File: config.mk
export PLATFORM = sky130hd
export DESIGN_NAME = nonparametric_cusum_detector
export DESIGN_NICKNAME = d
export VERILOG_FILES = /design/src/hdl/npcusum_pkg.sv /design/src/hdl/npcusum_ram.sv /design/src/hdl/npcusum_queue.sv /design/src/hdl/npcusum_front.sv /design/src/hdl/npcusum_back.sv /design/src/hdl/nonparametric_cusum_detector.sv
export VERILOG_INCLUDE_DIRS = /design/src /design/src/hdl
export SDC_FILE = /design/constraint.sdc
export NUM_CORES = 1
export LEC_CHECK = 0
export BUFFER_PORTS_ARGS = -buffer_cell sky130_fd_sc_hd__buf_2
export CORE_ASPECT_RATIO = 0.8
export CORE_MARGIN = 2
export CORE_UTILIZATION = 30
export DETAILED_ROUTE_END_ITERATION = 12
export GPL_ROUTABILITY_DRIVEN = 0
export PLACE_DENSITY = 0.57
export SKIP_LAST_GASP = 1
export SYNTH_ARGS = -nofsm -noshare
export SYNTH_HDL_FRONTEND = slang
export SYNTH_HIERARCHICAL = 1
export SYNTH_SLANG_ARGS = --single-unit
File: constraint.sdc
create_clock -name aclk -period 7.36 [get_ports aclk]
set_clock_uncertainty 0.05 [all_clocks]
set_input_delay 0.368 -clock aclk [delete_from_list [all_inputs] [get_ports aclk]]
set_output_delay 0.368 -clock aclk [all_outputs]
set_load 0.02 [all_outputs]
File: src/hdl/nonparametric_cusum_detector_macros.svh
// assertion macros for the nonparametric cusum detector
// no dependencies; included by the modules that carry checks
`ifndef NONPARAMETRIC_CUSUM_DETECTOR_MACROS_SVH
`define NONPARAMETRIC_CUSUM_DETECTOR_MACROS_SVH

// consequent must hold in the same cycle as the antecedent
`define NPC_ASSERT_IMPL(label, clk, rstn, ante, cons) \
    label: assert property (@(posedge clk) disable iff (!rstn) (ante) |-> (cons)) \
        else $error("npcusum: same-cycle check failed");

// consequent must hold in the cycle after the antecedent
`define NPC_ASSERT_NEXT(label, clk, rstn, ante, cons) \
    label: assert property (@(posedge clk) disable iff (!rstn) (ante) |=> (cons)) \
        else $error("npcusum: next-cycle check failed");

`endif

File: src/hdl/npcusum_pkg.sv
// shared types, constants and helpers for the nonparametric cusum detector
// no dependencies
`timescale 1ns / 1ps

package npcusum_pkg;

    localparam int MAX_GROUP_DEF   = 16;
    localparam int SAMPLE_BITS_DEF = 16;
    localparam int QUEUE_DEPTH     = 2;

    localparam int CFG_ADDR_W = 3;
    localparam int CFG_DATA_W = 20;

    localparam int GROUP_W   = 5;
    localparam int REF_W     = 16;
    localparam int LIMIT_W   = 20;
    localparam int STEP_W    = 20;
    localparam int SUM_W     = 24;
    localparam int STAT_OUT_W = 13;
    localparam int TERM_W    = 6;

    localparam int OUT_FIELDS_W = STAT_OUT_W + 2 * SUM_W + STEP_W;
    localparam int OUT_TDATA_W  = ((OUT_FIELDS_W + 7) / 8) * 8;
    localparam int OUT_PAD_W    = OUT_TDATA_W - OUT_FIELDS_W;
    localparam int OUT_TUSER_W  = 2;

    typedef enum logic [CFG_ADDR_W-1:0] {
        REG_CHART_MODE     = 3'd0,
        REG_GROUP_SIZE     = 3'd1,
        REG_REF_VALUE      = 3'd2,
        REG_DECISION_LIMIT = 3'd3,
        REG_MAX_STEPS      = 3'd4
    } cfg_reg_t;

    typedef struct packed {
        logic               chart_mode;
        logic [GROUP_W-1:0] group_size;
        logic [REF_W-1:0]   ref_value;
        logic [LIMIT_W-1:0] decision_limit;
        logic [STEP_W-1:0]  max_steps;
    } cfg_t;

    localparam logic               CHART_MODE_RST     = 1'b0;
    localparam logic [GROUP_W-1:0] GROUP_SIZE_RST     = 5'd5;
    localparam logic [REF_W-1:0]   REF_VALUE_RST      = 16'd16;
    localparam logic [LIMIT_W-1:0] DECISION_LIMIT_RST = 20'd160;
    localparam logic [STEP_W-1:0]  MAX_STEPS_RST      = 20'd1000;

    localparam logic CHART_SIGN = 1'b0;
    localparam logic CHART_RANK = 1'b1;

    // per-sample class handed from the front to the back
    typedef struct packed {
        logic neg;
        logic zero;
        logic close;
    } smp_flags_t;

    localparam int FLAGS_W = 3;

    typedef enum logic [1:0] {
        B_IDLE,
        B_SCAN,
        B_SUMS,
        B_OUT
    } back_state_t;

    function automatic int idx_w(input int depth);
        return (depth > 1) ? $clog2(depth) : 1;
    endfunction

endpackage

File: src/hdl/npcusum_ram.sv
// generic single-write, single-read ram with registered read data
// no dependencies beyond the package helper for address width
`timescale 1ns / 1ps

module npcusum_ram #(
    parameter int WIDTH = 8,
    parameter int DEPTH = 16
) (
    input  logic                                   aclk,
    input  logic                                   we,
    input  logic [npcusum_pkg::idx_w(DEPTH)-1:0]   waddr,
    input  logic [WIDTH-1:0]                       wdata,
    input  logic                                   re,
    input  logic [npcusum_pkg::idx_w(DEPTH)-1:0]   raddr,
    output logic [WIDTH-1:0]                       rdata
);

    logic [WIDTH-1:0] mem_reg [DEPTH];
    logic [WIDTH-1:0] rdata_reg;

    always_ff @(posedge aclk) begin
        if (we) begin
            mem_reg[waddr] <= wdata;
        end
        if (re) begin
            rdata_reg <= mem_reg[raddr];
        end
    end

    assign rdata = rdata_reg;

endmodule

File: src/hdl/npcusum_queue.sv
// small fifo that decouples the sample front end from the statistic back end
// depends on npcusum_pkg
`timescale 1ns / 1ps

module npcusum_queue #(
    parameter int WIDTH = 8,
    parameter int DEPTH = npcusum_pkg::QUEUE_DEPTH
) (
    input  logic             aclk,
    input  logic             aresetn,
    input  logic             push,
    input  logic [WIDTH-1:0] push_data,
    output logic             full,
    input  logic             pop,
    output logic [WIDTH-1:0] pop_data,
    output logic             empty
);

    localparam int PTR_W = npcusum_pkg::idx_w(DEPTH);
    localparam int CNT_W = $clog2(DEPTH + 1);

    logic [WIDTH-1:0] slot_reg [DEPTH];
    logic [PTR_W-1:0] wr_ptr_reg, wr_ptr_next;
    logic [PTR_W-1:0] rd_ptr_reg, rd_ptr_next;
    logic [CNT_W-1:0] count_reg, count_next;

    assign full     = (count_reg == CNT_W'(DEPTH));
    assign empty    = (count_reg == '0);
    assign pop_data = slot_reg[rd_ptr_reg];

    always_comb begin
        wr_ptr_next = wr_ptr_reg;
        rd_ptr_next = rd_ptr_reg;
        count_next  = count_reg;
        if (push) begin
            wr_ptr_next = (wr_ptr_reg == PTR_W'(DEPTH - 1)) ? '0 : wr_ptr_reg + 1'b1;
        end
        if (pop) begin
            rd_ptr_next = (rd_ptr_reg == PTR_W'(DEPTH - 1)) ? '0 : rd_ptr_reg + 1'b1;
        end
        if (push && !pop) begin
            count_next = count_reg + 1'b1;
        end else if (pop && !push) begin
            count_next = count_reg - 1'b1;
        end
    end

    always_ff @(posedge aclk) begin
        if (!aresetn) begin
            wr_ptr_reg <= '0;
            rd_ptr_reg <= '0;
            count_reg  <= '0;
        end else begin
            wr_ptr_reg <= wr_ptr_next;
            rd_ptr_reg <= rd_ptr_next;
            count_reg  <= count_next;
        end
    end

    always_ff @(posedge aclk) begin
        if (push) begin
            slot_reg[wr_ptr_reg] <= push_data;
        end
    end

endmodule

File: src/hdl/npcusum_front.sv
// front end: takes samples, forms magnitude and sign class, tracks subgroup fill
// depends on npcusum_pkg
`timescale 1ns / 1ps

module npcusum_front #(
    parameter int MAX_GROUP   = npcusum_pkg::MAX_GROUP_DEF,
    parameter int SAMPLE_BITS = npcusum_pkg::SAMPLE_BITS_DEF
) (
    input  logic                                      aclk,
    input  logic                                      aresetn,
    input  logic [npcusum_pkg::GROUP_W-1:0]           group_size,
    input  logic                                      s_tvalid,
    output logic                                      s_tready,
    input  logic [SAMPLE_BITS-1:0]                    s_sample,
    input  logic                                      q_full,
    output logic                                      q_push,
    output logic [SAMPLE_BITS-1:0]                    q_mag,
    output logic [npcusum_pkg::idx_w(MAX_GROUP)-1:0]  q_idx,
    output npcusum_pkg::smp_flags_t                   q_flags
);

    localparam int IDX_W = npcusum_pkg::idx_w(MAX_GROUP);
    localparam int CNTW  = $clog2(MAX_GROUP + 1);
    localparam int NW    = ((CNTW > npcusum_pkg::GROUP_W) ? CNTW : npcusum_pkg::GROUP_W) + 1;

    logic [IDX_W-1:0] fill_reg, fill_next;
    logic [NW-1:0]    size_ext;
    logic [NW-1:0]    size_eff;
    logic [NW-1:0]    fill_plus;
    logic             close;
    logic             neg;

    assign s_tready = !q_full;
    assign q_push   = s_tvalid && s_tready;

    // zero size acts as one, oversize clamps to the store depth
    always_comb begin
        size_ext = {{(NW - npcusum_pkg::GROUP_W){1'b0}}, group_size};
        if (size_ext == '0) begin
            size_eff = NW'(1);
        end else if (size_ext > NW'(MAX_GROUP)) begin
            size_eff = NW'(MAX_GROUP);
        end else begin
            size_eff = size_ext;
        end
    end

    assign fill_plus = {{(NW - IDX_W){1'b0}}, fill_reg} + 1'b1;
    assign close     = (fill_plus >= size_eff);
    assign fill_next = close ? '0 : fill_plus[IDX_W-1:0];

    assign neg   = s_sample[SAMPLE_BITS-1];
    assign q_mag = neg ? (~s_sample + 1'b1) : s_sample;
    assign q_idx = fill_reg;

    always_comb begin
        q_flags.neg   = neg;
        q_flags.zero  = (s_sample == '0);
        q_flags.close = close;
    end

    always_ff @(posedge aclk) begin
        if (!aresetn) begin
            fill_reg <= '0;
        end else if (q_push) begin
            fill_reg <= fill_next;
        end
    end

endmodule

File: src/hdl/npcusum_back.sv
// back end: accumulates the subgroup statistic, updates both cusum sums, holds the result
// depends on npcusum_pkg, npcusum_ram and the assertion macro header
`timescale 1ns / 1ps
`include "nonparametric_cusum_detector_macros.svh"

module npcusum_back #(
    parameter int MAX_GROUP   = npcusum_pkg::MAX_GROUP_DEF,
    parameter int SAMPLE_BITS = npcusum_pkg::SAMPLE_BITS_DEF
) (
    input  logic                                      aclk,
    input  logic                                      aresetn,
    input  npcusum_pkg::cfg_t                         cfg,
    input  logic                                      q_empty,
    output logic                                      q_pop,
    input  logic [SAMPLE_BITS-1:0]                    q_mag,
    input  logic [npcusum_pkg::idx_w(MAX_GROUP)-1:0]  q_idx,
    input  npcusum_pkg::smp_flags_t                   q_flags,
    input  logic                                      m_ready,
    output logic                                      m_valid,
    output logic [npcusum_pkg::STAT_OUT_W-1:0]        out_stat,
    output logic [npcusum_pkg::SUM_W-1:0]             out_upper,
    output logic [npcusum_pkg::SUM_W-1:0]             out_lower,
    output logic                                      out_upper_alarm,
    output logic                                      out_lower_alarm,
    output logic                                      out_run_ended,
    output logic [npcusum_pkg::STEP_W-1:0]            out_run_length
);

    localparam int IDX_W    = npcusum_pkg::idx_w(MAX_GROUP);
    localparam int ENTRY_W  = SAMPLE_BITS + 2;
    localparam int STAT_RAW = $clog2(8 * MAX_GROUP * (MAX_GROUP + 1) + 1) + 1;
    localparam int STAT_W   = (STAT_RAW > npcusum_pkg::STAT_OUT_W) ? STAT_RAW
                                                                   : npcusum_pkg::STAT_OUT_W;
    localparam int SUMX_W   = ((STAT_W > npcusum_pkg::SUM_W) ? STAT_W : npcusum_pkg::SUM_W) + 3;
    localparam int TW       = npcusum_pkg::TERM_W;
    localparam int SW       = npcusum_pkg::SUM_W;

    localparam logic signed [TW-1:0] TERM_POS = 6'sd16;
    localparam logic signed [TW-1:0] TERM_NEG = -6'sd16;

    // rank contribution of one pair: the larger magnitude gains a full rank step,
    // a tie splits it between both samples
    function automatic logic signed [TW-1:0] pair_term(
        input logic [SAMPLE_BITS-1:0] mag_a,
        input logic                   neg_a,
        input logic                   zero_a,
        input logic [SAMPLE_BITS-1:0] mag_b,
        input logic                   neg_b,
        input logic                   zero_b
    );
        logic signed [1:0]    sa;
        logic signed [1:0]    sb;
        logic signed [2:0]    ssum;
        logic signed [TW-1:0] term;
        sa   = zero_a ? 2'sb00 : (neg_a ? 2'sb11 : 2'sb01);
        sb   = zero_b ? 2'sb00 : (neg_b ? 2'sb11 : 2'sb01);
        ssum = {sa[1], sa} + {sb[1], sb};
        if (mag_b < mag_a) begin
            term = $signed({sa, 4'b0000});
        end else if (mag_a < mag_b) begin
            term = $signed({sb, 4'b0000});
        end else begin
            term = $signed({ssum, 3'b000});
        end
        return term;
    endfunction

    npcusum_pkg::back_state_t state_reg, state_next;

    logic [SAMPLE_BITS-1:0]  cur_mag_reg, cur_mag_next;
    logic                    cur_neg_reg, cur_neg_next;
    logic                    cur_zero_reg, cur_zero_next;
    logic                    cur_close_reg, cur_close_next;
    logic [IDX_W-1:0]        cur_idx_reg, cur_idx_next;
    logic [IDX_W-1:0]        issue_reg, issue_next;
    logic                    rvalid_reg, rvalid_next;
    logic signed [STAT_W-1:0] acc_reg, acc_next;
    logic signed [STAT_W-1:0] sgn_acc_reg, sgn_acc_next;
    logic [SW-1:0]           up_reg, up_next;
    logic [SW-1:0]           down_reg, down_next;
    logic [npcusum_pkg::STEP_W-1:0] step_reg, step_next;

    logic                    m_valid_reg, m_valid_next;
    logic [npcusum_pkg::STAT_OUT_W-1:0] o_stat_reg, o_stat_next;
    logic [SW-1:0]           o_upper_reg, o_upper_next;
    logic [SW-1:0]           o_lower_reg, o_lower_next;
    logic                    o_ua_reg, o_ua_next;
    logic                    o_la_reg, o_la_next;
    logic                    o_end_reg, o_end_next;
    logic [npcusum_pkg::STEP_W-1:0] o_len_reg, o_len_next;

    logic                    ram_we;
    logic                    ram_re;
    logic [ENTRY_W-1:0]      ram_wdata;
    logic [ENTRY_W-1:0]      ram_rdata;

    logic signed [TW-1:0]    own_term;
    logic signed [TW-1:0]    own_sign;
    logic signed [TW-1:0]    scan_term;
    logic signed [STAT_W-1:0] stat_sel;
    logic signed [SUMX_W-1:0] up_raw;
    logic signed [SUMX_W-1:0] down_raw;
    logic signed [SUMX_W-1:0] up_ext;
    logic signed [SUMX_W-1:0] down_ext;
    logic signed [SUMX_W-1:0] stat_ext;
    logic signed [SUMX_W-1:0] ref_ext;
    logic signed [SUMX_W-1:0] sat_ext;
    logic                    ua;
    logic                    la;
    logic                    ended;
    logic                    slot_free;

    npcusum_ram #(
        .WIDTH (ENTRY_W),
        .DEPTH (MAX_GROUP)
    ) u_store (
        .aclk  (aclk),
        .we    (ram_we),
        .waddr (q_idx),
        .wdata (ram_wdata),
        .re    (ram_re),
        .raddr (issue_reg),
        .rdata (ram_rdata)
    );

    assign ram_wdata = {q_flags.zero, q_flags.neg, q_mag};

    // both statistics are kept so the mode in force at the subgroup end decides
    always_comb begin
        own_sign = q_flags.neg ? TERM_NEG : TERM_POS;
        own_term = q_flags.zero ? '0 : own_sign;
    end

    assign scan_term = pair_term(cur_mag_reg, cur_neg_reg, cur_zero_reg,
                                 ram_rdata[SAMPLE_BITS-1:0], ram_rdata[SAMPLE_BITS],
                                 ram_rdata[SAMPLE_BITS+1]);

    assign stat_sel = (cfg.chart_mode == npcusum_pkg::CHART_RANK) ? acc_reg : sgn_acc_reg;

    assign up_ext   = $signed({{(SUMX_W - SW){1'b0}}, up_reg});
    assign down_ext = $signed({{(SUMX_W - SW){1'b0}}, down_reg});
    assign stat_ext = {{(SUMX_W - STAT_W){stat_sel[STAT_W-1]}}, stat_sel};
    assign ref_ext  = $signed({{(SUMX_W - npcusum_pkg::REF_W){1'b0}}, cfg.ref_value});
    assign sat_ext  = $signed({{(SUMX_W - SW){1'b0}}, {SW{1'b1}}});
    assign up_raw   = up_ext + stat_ext - ref_ext;
    assign down_raw = down_ext - stat_ext - ref_ext;

    assign ua    = (up_reg >= {{(SW - npcusum_pkg::LIMIT_W){1'b0}}, cfg.decision_limit});
    assign la    = (down_reg >= {{(SW - npcusum_pkg::LIMIT_W){1'b0}}, cfg.decision_limit});
    assign ended = ua || la || (step_reg >= cfg.max_steps);
    assign slot_free = !m_valid_reg || m_ready;

    always_comb begin
        state_next     = state_reg;
        cur_mag_next   = cur_mag_reg;
        cur_neg_next   = cur_neg_reg;
        cur_zero_next  = cur_zero_reg;
        cur_close_next = cur_close_reg;
        cur_idx_next   = cur_idx_reg;
        issue_next     = issue_reg;
        rvalid_next    = 1'b0;
        acc_next       = acc_reg;
        sgn_acc_next   = sgn_acc_reg;
        up_next        = up_reg;
        down_next      = down_reg;
        step_next      = step_reg;
        o_stat_next    = o_stat_reg;
        o_upper_next   = o_upper_reg;
        o_lower_next   = o_lower_reg;
        o_ua_next      = o_ua_reg;
        o_la_next      = o_la_reg;
        o_end_next     = o_end_reg;
        o_len_next     = o_len_reg;
        m_valid_next   = m_ready ? 1'b0 : m_valid_reg;
        q_pop          = 1'b0;
        ram_we         = 1'b0;
        ram_re         = 1'b0;

        case (state_reg)
            npcusum_pkg::B_IDLE: begin
                if (!q_empty) begin
                    q_pop          = 1'b1;
                    ram_we         = 1'b1;
                    cur_mag_next   = q_mag;
                    cur_neg_next   = q_flags.neg;
                    cur_zero_next  = q_flags.zero;
                    cur_close_next = q_flags.close;
                    cur_idx_next   = q_idx;
                    issue_next     = '0;
                    // first sample of a subgroup restarts the statistic
                    acc_next = ((q_idx == '0) ? '0 : acc_reg)
                               + {{(STAT_W - TW){own_term[TW-1]}}, own_term};
                    sgn_acc_next = ((q_idx == '0) ? '0 : sgn_acc_reg)
                                   + {{(STAT_W - TW){own_sign[TW-1]}}, own_sign};
                    if (q_idx != '0) begin
                        state_next = npcusum_pkg::B_SCAN;
                    end else if (q_flags.close) begin
                        state_next = npcusum_pkg::B_SUMS;
                    end
                end
            end
            npcusum_pkg::B_SCAN: begin
                // compare the new sample against every earlier one of the subgroup
                ram_re      = (issue_reg < cur_idx_reg);
                rvalid_next = ram_re;
                if (ram_re) begin
                    issue_next = issue_reg + 1'b1;
                end
                if (rvalid_reg) begin
                    acc_next = acc_reg + {{(STAT_W - TW){scan_term[TW-1]}}, scan_term};
                end
                if (issue_reg == cur_idx_reg) begin
                    state_next = cur_close_reg ? npcusum_pkg::B_SUMS : npcusum_pkg::B_IDLE;
                end
            end
            npcusum_pkg::B_SUMS: begin
                if (up_raw < 0) begin
                    up_next = '0;
                end else if (up_raw > sat_ext) begin
                    up_next = {SW{1'b1}};
                end else begin
                    up_next = up_raw[SW-1:0];
                end
                if (down_raw < 0) begin
                    down_next = '0;
                end else if (down_raw > sat_ext) begin
                    down_next = {SW{1'b1}};
                end else begin
                    down_next = down_raw[SW-1:0];
                end
                step_next  = step_reg + 1'b1;
                state_next = npcusum_pkg::B_OUT;
            end
            npcusum_pkg::B_OUT: begin
                if (slot_free) begin
                    m_valid_next = 1'b1;
                    o_stat_next  = stat_sel[npcusum_pkg::STAT_OUT_W-1:0];
                    o_upper_next = up_reg;
                    o_lower_next = down_reg;
                    o_ua_next    = ua;
                    o_la_next    = la;
                    o_end_next   = ended;
                    o_len_next   = step_reg;
                    if (ended) begin
                        up_next   = '0;
                        down_next = '0;
                        step_next = '0;
                    end
                    state_next = npcusum_pkg::B_IDLE;
                end
            end
            default: begin
                state_next = npcusum_pkg::B_IDLE;
            end
        endcase
    end

    always_ff @(posedge aclk) begin
        if (!aresetn) begin
            state_reg   <= npcusum_pkg::B_IDLE;
            m_valid_reg <= 1'b0;
            up_reg      <= '0;
            down_reg    <= '0;
            step_reg    <= '0;
            rvalid_reg  <= 1'b0;
        end else begin
            state_reg   <= state_next;
            m_valid_reg <= m_valid_next;
            up_reg      <= up_next;
            down_reg    <= down_next;
            step_reg    <= step_next;
            rvalid_reg  <= rvalid_next;
        end
    end

    always_ff @(posedge aclk) begin
        cur_mag_reg   <= cur_mag_next;
        cur_neg_reg   <= cur_neg_next;
        cur_zero_reg  <= cur_zero_next;
        cur_close_reg <= cur_close_next;
        cur_idx_reg   <= cur_idx_next;
        issue_reg     <= issue_next;
        acc_reg       <= acc_next;
        sgn_acc_reg   <= sgn_acc_next;
        o_stat_reg    <= o_stat_next;
        o_upper_reg   <= o_upper_next;
        o_lower_reg   <= o_lower_next;
        o_ua_reg      <= o_ua_next;
        o_la_reg      <= o_la_next;
        o_end_reg     <= o_end_next;
        o_len_reg     <= o_len_next;
    end

    assign m_valid         = m_valid_reg;
    assign out_stat        = o_stat_reg;
    assign out_upper       = o_upper_reg;
    assign out_lower       = o_lower_reg;
    assign out_upper_alarm = o_ua_reg;
    assign out_lower_alarm = o_la_reg;
    assign out_run_ended   = o_end_reg;
    assign out_run_length  = o_len_reg;

    `NPC_ASSERT_IMPL(a_scan_in_range, aclk, aresetn, state_reg == npcusum_pkg::B_SCAN, issue_reg <= cur_idx_reg)
    `NPC_ASSERT_IMPL(a_scan_has_peers, aclk, aresetn, state_reg == npcusum_pkg::B_SCAN, cur_idx_reg != '0)
    `NPC_ASSERT_IMPL(a_step_nonzero, aclk, aresetn, state_reg == npcusum_pkg::B_OUT, step_reg != '0)
    `NPC_ASSERT_NEXT(a_run_clears, aclk, aresetn, state_reg == npcusum_pkg::B_OUT && slot_free && ended, up_reg == '0 && down_reg == '0 && step_reg == '0)

endmodule

File: src/hdl/nonparametric_cusum_detector.sv
// top level of the two-sided sign / signed-rank cusum detector
// depends on npcusum_pkg, npcusum_front, npcusum_queue, npcusum_back
//
// channel  dir  handshake        payload
// s_axis   in   tvalid / tready  tdata: sample
// m_axis   out  tvalid / tready  tdata: statistic, sums, run length; tuser: alarms; tlast: run end
// cfg      in   cfg_we           cfg_addr, cfg_wdata
//
// in either mode one comparator walks the stored subgroup through the store ram port, so
// each new word of a subgroup is compared with every earlier one before the next is taken;
// both statistics are formed, and a closing word is followed by the sums update and then
// the result hand-off.
// reset clears the sums, the step count, the fill count and the queue; the store needs none.
// the two-entry queue lets the input side keep taking words while the back end scans,
// and a held result only stalls the back end at the next subgroup end.
`timescale 1ns / 1ps

module nonparametric_cusum_detector #(
    parameter int MAX_GROUP   = npcusum_pkg::MAX_GROUP_DEF,
    parameter int SAMPLE_BITS = npcusum_pkg::SAMPLE_BITS_DEF
) (
    input  logic                                   aclk,
    input  logic                                   aresetn,
    input  logic                                   s_axis_tvalid,
    output logic                                   s_axis_tready,
    // sample
    input  logic [((SAMPLE_BITS + 7) / 8) * 8-1:0] s_axis_tdata,
    output logic                                   m_axis_tvalid,
    input  logic                                   m_axis_tready,
    // group_statistic, upper_sum, lower_sum, run_length
    output logic [npcusum_pkg::OUT_TDATA_W-1:0]    m_axis_tdata,
    // upper_alarm, lower_alarm
    output logic [npcusum_pkg::OUT_TUSER_W-1:0]    m_axis_tuser,
    output logic                                   m_axis_tlast,
    input  logic                                   cfg_we,
    input  logic [npcusum_pkg::CFG_ADDR_W-1:0]     cfg_addr,
    input  logic [npcusum_pkg::CFG_DATA_W-1:0]     cfg_wdata
);

    localparam int IDX_W = npcusum_pkg::idx_w(MAX_GROUP);
    localparam int Q_W   = npcusum_pkg::FLAGS_W + IDX_W + SAMPLE_BITS;

    npcusum_pkg::cfg_t       cfg_reg;

    logic                    q_push;
    logic                    q_full;
    logic                    q_pop;
    logic                    q_empty;
    logic [SAMPLE_BITS-1:0]  f_mag;
    logic [IDX_W-1:0]        f_idx;
    npcusum_pkg::smp_flags_t f_flags;
    logic [Q_W-1:0]          q_out;
    logic [SAMPLE_BITS-1:0]  b_mag;
    logic [IDX_W-1:0]        b_idx;
    npcusum_pkg::smp_flags_t b_flags;

    logic [npcusum_pkg::STAT_OUT_W-1:0] o_stat;
    logic [npcusum_pkg::SUM_W-1:0]      o_upper;
    logic [npcusum_pkg::SUM_W-1:0]      o_lower;
    logic                               o_ua;
    logic                               o_la;
    logic                               o_end;
    logic [npcusum_pkg::STEP_W-1:0]     o_len;

    always_ff @(posedge aclk) begin
        if (!aresetn) begin
            cfg_reg.chart_mode     <= npcusum_pkg::CHART_MODE_RST;
            cfg_reg.group_size     <= npcusum_pkg::GROUP_SIZE_RST;
            cfg_reg.ref_value      <= npcusum_pkg::REF_VALUE_RST;
            cfg_reg.decision_limit <= npcusum_pkg::DECISION_LIMIT_RST;
            cfg_reg.max_steps      <= npcusum_pkg::MAX_STEPS_RST;
        end else if (cfg_we) begin
            case (cfg_addr)
                npcusum_pkg::REG_CHART_MODE: begin
                    cfg_reg.chart_mode <= cfg_wdata[0];
                end
                npcusum_pkg::REG_GROUP_SIZE: begin
                    cfg_reg.group_size <= cfg_wdata[npcusum_pkg::GROUP_W-1:0];
                end
                npcusum_pkg::REG_REF_VALUE: begin
                    cfg_reg.ref_value <= cfg_wdata[npcusum_pkg::REF_W-1:0];
                end
                npcusum_pkg::REG_DECISION_LIMIT: begin
                    cfg_reg.decision_limit <= cfg_wdata[npcusum_pkg::LIMIT_W-1:0];
                end
                npcusum_pkg::REG_MAX_STEPS: begin
                    cfg_reg.max_steps <= cfg_wdata[npcusum_pkg::STEP_W-1:0];
                end
                default: begin
                end
            endcase
        end
    end

    npcusum_front #(
        .MAX_GROUP   (MAX_GROUP),
        .SAMPLE_BITS (SAMPLE_BITS)
    ) u_front (
        .aclk       (aclk),
        .aresetn    (aresetn),
        .group_size (cfg_reg.group_size),
        .s_tvalid   (s_axis_tvalid),
        .s_tready   (s_axis_tready),
        .s_sample   (s_axis_tdata[SAMPLE_BITS-1:0]),
        .q_full     (q_full),
        .q_push     (q_push),
        .q_mag      (f_mag),
        .q_idx      (f_idx),
        .q_flags    (f_flags)
    );

    npcusum_queue #(
        .WIDTH (Q_W),
        .DEPTH (npcusum_pkg::QUEUE_DEPTH)
    ) u_queue (
        .aclk      (aclk),
        .aresetn   (aresetn),
        .push      (q_push),
        .push_data ({f_flags, f_idx, f_mag}),
        .full      (q_full),
        .pop       (q_pop),
        .pop_data  (q_out),
        .empty     (q_empty)
    );

    assign {b_flags, b_idx, b_mag} = q_out;

    npcusum_back #(
        .MAX_GROUP   (MAX_GROUP),
        .SAMPLE_BITS (SAMPLE_BITS)
    ) u_back (
        .aclk            (aclk),
        .aresetn         (aresetn),
        .cfg             (cfg_reg),
        .q_empty         (q_empty),
        .q_pop           (q_pop),
        .q_mag           (b_mag),
        .q_idx           (b_idx),
        .q_flags         (b_flags),
        .m_ready         (m_axis_tready),
        .m_valid         (m_axis_tvalid),
        .out_stat        (o_stat),
        .out_upper       (o_upper),
        .out_lower       (o_lower),
        .out_upper_alarm (o_ua),
        .out_lower_alarm (o_la),
        .out_run_ended   (o_end),
        .out_run_length  (o_len)
    );

    assign m_axis_tdata = {{npcusum_pkg::OUT_PAD_W{1'b0}}, o_len, o_lower, o_upper, o_stat};
    assign m_axis_tuser = {o_la, o_ua};
    assign m_axis_tlast = o_end;

endmodule

==> metrics.cfg, run 1 <==
[worst_setup_path]
r2r_setup_slack_ps=1930
r2r-start=cfg_reg[61]
worst_path_max_delay_cell=mux2i_4
crit_fanout=20
reg2reg_depth=13
cp.required_ps=7830
path_cells=mux2i_4 > inv_1 > ha_1 > inv_1 > ha_1 > and4b_1 > o31ai_1 > a31oi_2 > mux2i_1 > a211o_1 > buf_4 > or4_1 > a22o_1
worst_setup_path_start_kind=flip-flop
r2r-end=u_back/down_reg[22]
cpPeakStageDelay_ps=900
end_kind=flip-flop
setup.worst_path.class=reg -> reg
worst_ep_arrival_time_ps=5900

[global_route]
globalRouteOverflowTotal=0
track_usage_pct=14.6
grt_max_degree=76
grt_pass1_vias=18700
antenna_found_initial=4
grt_pass1_wl_mm=118

[power]
power_frac_clock_pct=24.6
peakVddDrop_mv=0.170
p_seq_share_pct=32.4
power.share.combinational_pct=43.0
p_leak_nw=13.3
p_per_area_nw_per_um2=403
p_int_mw=8.90
switching_share_pct=37.9
p_sw_mw=5.42

[clocking]
postCtsSetupBuffers=0
cts.sinks=622
clk_latency_ps=650
hold_buffers=12
cts_repair_resize_count=0
numCtsBuffers=71
h-tree-depth=3
clock_path_buffers=3
ctsRootBufferMaster=clkbuf_16
clkSlewWorstSetupHoldPaths_ps=60
cts_tree=built

[timing]
grt_setup_unrepaired=false
setup_viol=0
worst_slew_pin_slew_ps=1130
slew_headroom_pct=24.4
max_freq_mhz=184
period_minus_slack_ps=5430
period_share_pct=73.8
hold_viol_final=0
maxSlewViolCount=0
fin_tns_setup_ps=0

[hold_path]
holdCritPathClass=in -> reg
hp-start=cfg_wdata[4]
worstHoldEndpoint=cfg_reg[44]
hold_depth=3

[detailed_routing]
post_drt_wl_per_cell_um=19.6
ant_nets=0
drcViolationCount=0
drt-initial-drc-count=1535
via_per_inst=4.90
routed_wl_mm=76.9
routed-via-count=19200
first_pass_iters=5

[die]
rows=105
fp.dieW_um=363
die_h_um=291
die-area_sq_um=106000
coreArea_sq_um=102000
pin_count=137
start_util_pct=30.2

[synthesis]
ys_ff_latch=622
yosys_warnings=6
yosysSeqAreaShare_pct=55.8
synth-edff-count=479
synthCells=2376
avgSynthCellArea_sq_um=13.0
syn-cell-area_sq_um=30900
ys_types=93
synthArstFlopShare_pct=0
synth_ff_type=edfxtp_1

[finish]
nets=2797
layout.cells.non_filler=3927
regArea_sq_um=17200
drive_gt1_share_pct=15.4
area_delta_synth_final_pct=15.0
largest_reg_flops=288
antenna_cells=0
multi_input_area_sq_um=12300
nFillCells=9903

[outcome]
status=completed

[placement]
dp.cells=3784
dpl.hpwl_mm=52.6
io_buffers=126

[flow_run]
max_cap_viol_count=0

-- worst max-delay path: cells and delay by family, from the launching register on --
kind	cells	cell delay, ps
simple gates	2	760
buf+inv	3	780
mux	2	1050
flops	1	760
fa+ha+maj	2	760
compound gates	4	1150
-- worst max path at each step --
stage / slack (ps) / from / to
after global placement: 1980 / cfg_reg[61] / u_back/down_reg[22]
final: 1930 / cfg_reg[61] / u_back/down_reg[22]
after detailed placement: 1920 / cfg_reg[61] / u_back/down_reg[22]
after CTS: 1920 / cfg_reg[61] / u_back/down_reg[22]
after global routing: 1590 / cfg_reg[61] / u_back/down_reg[22]
after floorplan: 1950 / u_back/state_reg[1] / u_back/u_store/mem_reg[4][0]
-- Yosys cell counts (9+ instances only) --
| cell | n | area share (%) |
|---|---|---|
| or4_1 | 10 | 0.24 |
| nor2_1 | 94 | 1.1 |
| xnor2_1 | 46 | 1.3 |
| inv_1 | 232 | 2.8 |
| xor2_1 | 27 | 0.77 |
| nand3_1 | 36 | 0.58 |
| fa_1 | 34 | 2.2 |
| clkbuf_1 | 47 | 0.57 |
| and3_1 | 16 | 0.32 |
| a211oi_1 | 11 | 0.27 |
| mux4_1 | 22 | 1.9 |
| a21boi_0 | 9 | 0.22 |
| a21o_1 | 35 | 0.85 |
| dfxtp_1 | 143 | 9.3 |
| nand4_1 | 11 | 0.22 |
| nand2b_1 | 18 | 0.36 |
| a22oi_1 | 36 | 0.87 |
| o31ai_1 | 12 | 0.29 |
| mux2_2 | 25 | 0.91 |
| nor4_1 | 11 | 0.22 |
| o211ai_1 | 24 | 0.58 |
| nand2_1 | 160 | 1.9 |
| o21a_1 | 16 | 0.39 |
| o21bai_1 | 17 | 0.41 |
| and2_1 | 24 | 0.49 |
| buf_4 | 26 | 0.63 |
| a22o_1 | 26 | 0.74 |
| ha_1 | 187 | 7.6 |
| edfxtp_1 | 479 | 47 |
| buf_2 | 17 | 0.28 |
| nor3_1 | 19 | 0.31 |
| a31oi_1 | 15 | 0.30 |
| nor2b_1 | 36 | 0.73 |
| mux2i_1 | 91 | 2.9 |
| buf_6 | 9 | 0.33 |
| a21oi_1 | 97 | 1.6 |
| o2bb2ai_1 | 23 | 0.65 |
| mux4_2 | 50 | 3.6 |
| o21ai_0 | 60 | 0.97 |
-- cell usage in the layout (no fill, tap or decap), drive strengths merged, types with 11 or more instances in the layout --
master / n
conb: 11
nor3: 19
mux4: 72
o21a: 16
ha: 187
o21ai: 65
nand4: 11
a31oi: 16
nor2: 94
edfxtp: 479
a22o: 26
buf: 168
mux2: 25
a21o: 35
and3: 16
clkinv: 34
fa: 34
dlygate4sd3: 12
nand2: 160
a22oi: 36
inv: 238
o211ai: 25
a211oi: 12
o2bb2ai: 23
and2: 24
nand2b: 19
nand3: 36
clkbuf: 81
a21oi: 98
o31ai: 12
nor4: 14
o21bai: 17
xor2: 27
xnor2: 46
nor2b: 36
dfxtp: 143
mux2i: 91
-- power by group through the flow --
stage	combinational (mW)	sequential [mW]	clock, mW
after floorplan	4.61	4.66	0
after global placement	6.07	4.72	0
after detailed placement	6.05	4.72	0
after CTS	6.11	4.65	3.63
after global routing	6.85	4.68	3.76
final	6.15	4.64	3.52
-- stage by stage --
stage	hold WS (ps)	area (sq um)	worst slack [ps]	util (%)	power [mW]
after floorplan	381	30900	1950	-	9.27
after global placement	392	33000	1980	32.3	10.8
after detailed placement	397	33000	1920	32.3	10.8
after CTS	7.20	35500	1920	34.7	14.4
after global routing	17.9	35500	1590	34.7	15.3
final	38.7	35500	1930	34.7	14.3
-- layout make-up --
class                   instances  share of cell area, %
multi-input cells            1425                   34.6
well taps                    1337                   4.71
inverters                     232                   2.46
flip-flops and latches        622                   48.5
clock inverters                50                   1.48
clock buffers                  81                   5.19
repair buffers                180                   3.01
-- routing by layer --
layer | GRT usage [%] | share of wire (%)
met5 | 0 | 0.021
met4 | 4.33 | 2.5
met3 | 2.51 | 6.2
met2 | 21.0 | 42
met1 | 22.2 | 49
-- cells by family after synthesis --
| logic type | share of synthesized area, % |
|---|---|
| flops | 55.8 |
| simple gates | 7.82 |
| compound gates | 10.3 |
| buf+inv | 4.77 |
| fa+ha+maj | 9.78 |
| mux | 9.38 |
| xor+xnor | 2.07 |
| other cells | 0.0243 |
Power figures use the tool's default switching activity.
==> run 2, diff against run 1 <==
==> constraint.sdc (replaced) <==
create_clock -name aclk -period 5.55 [get_ports aclk]
set_clock_uncertainty 0.05 [all_clocks]
set_input_delay 0.2775 -clock aclk [delete_from_list [all_inputs] [get_ports aclk]]
set_output_delay 0.2775 -clock aclk [all_outputs]
set_load 0.02 [all_outputs]
==> metrics.cfg, run 2 (synthesized netlist as in run 1, its figures left out) <==
[worst_setup_path]
worst_path_max_delay_cell=mux2i_4
crit_fanout=18  ; -10%
r2r-end=u_back/up_reg[6]
cpPeakStageDelay_ps=690  ; -210 ps
reg2reg_depth=13  ; unchanged
worst_setup_path_start_kind=flip-flop
r2r_setup_slack_ps=880  ; -1050 ps
cp.required_ps=6020  ; -1810 ps
r2r-start=cfg_reg[61]
worst_ep_arrival_time_ps=5140  ; -760 ps
setup.worst_path.class=reg -> reg
end_kind=flip-flop
path_cells=mux2i_4 > buf_4 > ha_1 > inv_1 > ha_1 > a2111oi_0 > o2111ai_1 > nand3_1 > o21ai_1 > o311ai_2 > buf_4 > a2bb2o_1 > a22o_1

[die]
coreArea_sq_um=102000  ; unchanged
rows=105  ; unchanged
die-area_sq_um=106000  ; unchanged
pin_count=137  ; unchanged
die_h_um=291  ; unchanged
start_util_pct=30.2  ; unchanged
fp.dieW_um=363  ; unchanged

[timing]
period_minus_slack_ps=4670  ; -755 ps
fin_tns_setup_ps=0  ; unchanged
fin_hold_ws_ps=27.9  ; -10.8 ps
slew_headroom_pct=21.5  ; -2.9 points
period_share_pct=84.2  ; +10 points
worst_slew_pin_slew_ps=1170  ; +36.9 ps
hold_viol_final=0  ; unchanged
setup_viol=0  ; unchanged
max_freq_mhz=214  ; +16%
maxSlewViolCount=0  ; unchanged
grt_setup_unrepaired=false
worst_slack_ps=876  ; -1050 ps

[power]
peakVddDrop_mv=0.289  ; +70%
power_frac_clock_pct=24.2  ; -0.4 points
p_per_area_nw_per_um2=531  ; +32%
p_int_mw=11.8  ; +32%
p_seq_share_pct=32.4  ; about the same
finalPower_mw=19.0  ; +33%
power.share.combinational_pct=43.3  ; +0.3 points
p_sw_mw=7.21  ; +33%
switching_share_pct=37.9  ; +0.086 points
p_leak_nw=13.4  ; +0.81%

[finish]
nFillCells=9944  ; +0.41%
area_delta_synth_final_pct=15.7
final_common_cell=edfxtp_1
nets=2823  ; +0.93%
drive_gt1_share_pct=15.6  ; +0.15 points
largest_reg_flops=288  ; unchanged
fin_util_pct=34.9  ; +0.22 points
final_cell_mix=edfxtp_1, inv_1, ha_1, nand2_1, dfxtp_1
final_cell_area_sq_um=35800  ; +0.62%
layout.cells.non_filler=3954  ; +0.69%

[outcome]
status=completed

[global_route]
grt_pass1_wl_mm=118  ; +0.57%
globalRouteOverflowTotal=0  ; unchanged
track_usage_pct=14.6  ; about the same
grt_pass1_vias=18800  ; +0.79%
grt_max_degree=57  ; -25%
antenna_found_initial=2  ; -2

[clocking]
clkSlewWorstSetupHoldPaths_ps=70  ; about the same
h-tree-depth=3  ; unchanged
cts_tree=built
ctsRootBufferMaster=clkbuf_16
cts.sinks=622  ; unchanged
clk_latency_ps=640  ; about the same
postCtsSetupBuffers=0  ; unchanged
clock_path_buffers=3  ; unchanged
numCtsBuffers=70  ; -1.4%

[detailed_routing]
first_pass_iters=5  ; unchanged
post_drt_wl_per_cell_um=19.6  ; about the same
drt-initial-drc-count=1527  ; -0.52%
drcViolationCount=0  ; unchanged
via_per_inst=4.91  ; +0.28%
routed-via-count=19400  ; +0.97%
ant_nets=0  ; unchanged
routed_wl_mm=77.4  ; +0.64%

[placement]
io_buffers=126  ; unchanged
place_area_sq_um=33100  ; +0.22%
post-place-ws_ps=918  ; -1000 ps
dp.cells=3792  ; +0.21%
dpl.hpwl_mm=53.9  ; +2.5%

[hold_path]
worstHoldEndpoint=cfg_reg[61]
hold_depth=3  ; unchanged
holdCritPathClass=in -> reg
hp-start=cfg_addr[0]

[flow_run]
max_cap_viol_count=0  ; unchanged

## run 2: what timing repair did
item	in CTS	in global routing
hold endpoints to repair	66	0
hold buffers	31	0
resized for setup	0	0
## run 2: cell type report
class	count	area (sq um)	area share, %
tap	1337	1670	4.68
clock buffer	84	1860	5.19
sequential	622	17200	48.2
timing repair buffer	207	1330	3.72
inverter	232	873	2.44
clock inverter	46	469	1.31
antenna	1	2.50	0.00700
multi-input combinational	1425	12300	34.4
## run 2: worst max-delay path by stage
stage	start	to	slack, ps	cells past startpoint
global route	cfg_reg[61]	u_back/up_reg[6]	550	13
detailed placement	cfg_reg[61]	u_back/down_reg[22]	920	12
CTS	cfg_reg[61]	u_back/down_reg[22]	930	12
floorplan	u_back/state_reg[1]	u_back/u_store/mem_reg[4][0]	140	4
global placement	cfg_reg[61]	u_back/down_reg[22]	970	12
finish	cfg_reg[61]	u_back/up_reg[6]	880	13
## run 2: per-layer routing
layer,track usage [%],routed length [um],vias up
li1,-,-,9208
met2,21.3,33000,477
met5,0,18,-
met4,3.65,1510,4
met3,2.33,4070,92
met1,22.3,38900,9644
## run 2: power by group through the flow
stage	Sequential (mW)	Clock (mW)	Combinational (mW)
finish	6.16	4.60	8.22
floorplan	6.19	0	6.11
CTS	6.17	4.74	8.18
global placement	6.25	0	8.07
detailed placement	6.26	0	8.09
global route	6.21	4.92	9.17
## run 2: critical path: cells and delay by family (launching register included)
family | cells | cell delay, ps
compound gates | 6 | 1860
fa+ha+maj | 2 | 580
buf+inv | 3 | 710
flops | 1 | 530
mux | 1 | 690
simple gates | 1 | 140
==> run 3, diff against run 2 <==
==> constraint.sdc (replaced) <==
create_clock -name aclk -period 4.9 [get_ports aclk]
set_clock_uncertainty 0.05 [all_clocks]
set_input_delay 0.245 -clock aclk [delete_from_list [all_inputs] [get_ports aclk]]
set_output_delay 0.245 -clock aclk [all_outputs]
set_load 0.02 [all_outputs]
==> metrics.cfg, run 3 (synthesized netlist as in run 1, its figures left out) <==
[outcome]
status=completed

[timing]
fin_hold_ws_ps=25.8  ; -2.04 ps
grt_setup_unrepaired=false
period_minus_slack_ps=4580  ; -90.7 ps
slew_headroom_pct=25.4  ; +3.9 points
setup_viol=0  ; unchanged
fin_tns_setup_ps=0  ; unchanged
hold_viol_final=0  ; unchanged
max_freq_mhz=218  ; +2.0%
worst_slew_pin_slew_ps=1120  ; -51.8 ps
period_share_pct=93.5  ; +9.3 points
worst_slack_ps=316  ; -559 ps
maxSlewViolCount=0  ; unchanged

[finish]
nFillCells=9788  ; -1.6%
largest_reg_flops=288  ; unchanged
final_common_cell=edfxtp_1
nets=2831  ; +0.28%
area_delta_synth_final_pct=16.3
final_cell_mix=edfxtp_1, inv_1, ha_1, nand2_1, dfxtp_1
layout.cells.non_filler=3961  ; +0.18%
drive_gt1_share_pct=15.4  ; -0.16 points

[detailed_routing]
routed-via-count=19300  ; -0.49%
first_pass_iters=5  ; unchanged
ant_nets=0  ; unchanged
drt-initial-drc-count=1207  ; -21%
routed_wl_mm=76.6  ; -1.0%
post_drt_wl_per_cell_um=19.3  ; -1.2%
drcViolationCount=0  ; unchanged
via_per_inst=4.88  ; -0.67%

[global_route]
globalRouteOverflowTotal=0  ; unchanged
antenna_found_initial=0  ; -2
grt_max_degree=77  ; +35%
grt_pass1_vias=18900  ; +0.096%
grt_pass1_wl_mm=117  ; -1.4%
track_usage_pct=14.4  ; -0.17 points

[worst_setup_path]
setup.worst_path.class=reg -> reg
path_cells=buf_4 > mux2i_1 > fa_1 > inv_1 > ha_1 > a21o_1 > or4_1 > o22ai_2 > o21ai_1 > o311ai_2 > buf_4 > a2bb2o_1 > a22o_1
worst_path_max_delay_cell=dfxtp_1
crit_top_cell=buf_4
cp.required_ps=5350  ; -670 ps
worst_setup_path_start_kind=flip-flop
worst_ep_arrival_time_ps=5030  ; -110 ps
crit_fanout=24  ; +6
cpPeakStageDelay_ps=630  ; -60 ps
end_kind=flip-flop

[die]
fp.dieW_um=363  ; unchanged
start_util_pct=30.2  ; unchanged
rows=105  ; unchanged
die_h_um=291  ; unchanged
coreArea_sq_um=102000  ; unchanged
pin_count=137  ; unchanged
die-area_sq_um=106000  ; unchanged

[clocking]
clock_path_buffers=3  ; unchanged
clkSlewWorstSetupHoldPaths_ps=60  ; about the same
clk_latency_ps=640  ; about the same
h-tree-depth=3  ; unchanged
cts.sinks=622  ; unchanged
cts_tree=built
postCtsSetupBuffers=0  ; unchanged
numCtsBuffers=70  ; unchanged
ctsRootBufferMaster=clkbuf_16

[flow_run]
max_cap_viol_count=0  ; unchanged

[placement]
post-place-ws_ps=365  ; -552 ps
dpl.hpwl_mm=52.6  ; -2.4%
dp.cells=3795  ; +0.079%
io_buffers=126  ; unchanged

[power]
finalPower_mw=21.6  ; +14%
p_leak_nw=13.4  ; +0.36%
p_per_area_nw_per_um2=602  ; +13%
peakVddDrop_mv=0.278  ; -3.8%

[hold_path]
holdCritPathClass=in -> reg

## run 3: layout make-up
class | count | area (sq um) | area share [%]
Sequential cell | 622 | 17200 | 48.0
Multi-Input combinational cell | 1425 | 12300 | 34.3
Clock buffer | 89 | 1900 | 5.28
Tap cell | 1337 | 1670 | 4.66
Timing Repair Buffer | 215 | 1400 | 3.91
Inverter | 232 | 873 | 2.43
Clock inverter | 40 | 494 | 1.38
Antenna cell | 1 | 2.50 | 0.00697
## run 3: repair_timing
| item | 4_1_cts | 5_1_grt |
|---|---|---|
| hold buffers | 36 | 0 |
| resized for setup | 0 | 1 |
| setup endpoints to repair | 0 | 24 |
| endpoints found under the hold margin | 78 | 0 |
## run 3: report_power, final
part           leakage (nW)  total, mW  switching [mW]  internal [mW]
clock network          1.14       5.35            2.24           3.11
registers              5.60       6.99           0.276           6.71
logic                  6.69       9.27            5.54           3.73
total                  13.4       21.6            8.06           13.6
## run 3: path summary, 6_finish.rpt
kind                                               end  slack (ps)             from  cells past startpoint
worst min-delay path            u_queue/slot_reg[0][1]          30  s_axis_tdata[1]                      3
worst min register to register             cfg_reg[26]         410      cfg_reg[26]                      2
worst max-delay path                  u_back/up_reg[6]         320      cfg_reg[61]                     13
worst max register to register        u_back/up_reg[6]         320      cfg_reg[61]                     13
## run 3: critical path: cells and delay by family (launching register included)
kind,cells,cell delay [ps]
AO/OA/AOI/OAI,6,1430
AND/OR/NAND/NOR,1,450
flip-flops,1,630
multiplexers,1,450
adder cells (fa/ha/maj),2,780
buffers and inverters,3,650
## run 3: layer usage
metal	global-route usage (%)	vias to the layer above	routed length, um
met3	2.63	82	4080
met2	21.5	474	33200
met1	21.4	9550	37900
met4	3.58	0	1460
li1	-	9223	-
met5	0	-	0
## run 3: metrics by stage
step	util, %	cell area (sq um)
final	35.1	35900
after global routing	35.1	35900
after CTS	35.1	35900
after detailed placement	32.4	33200
after global placement	32.4	33200
after floorplan	-	30900
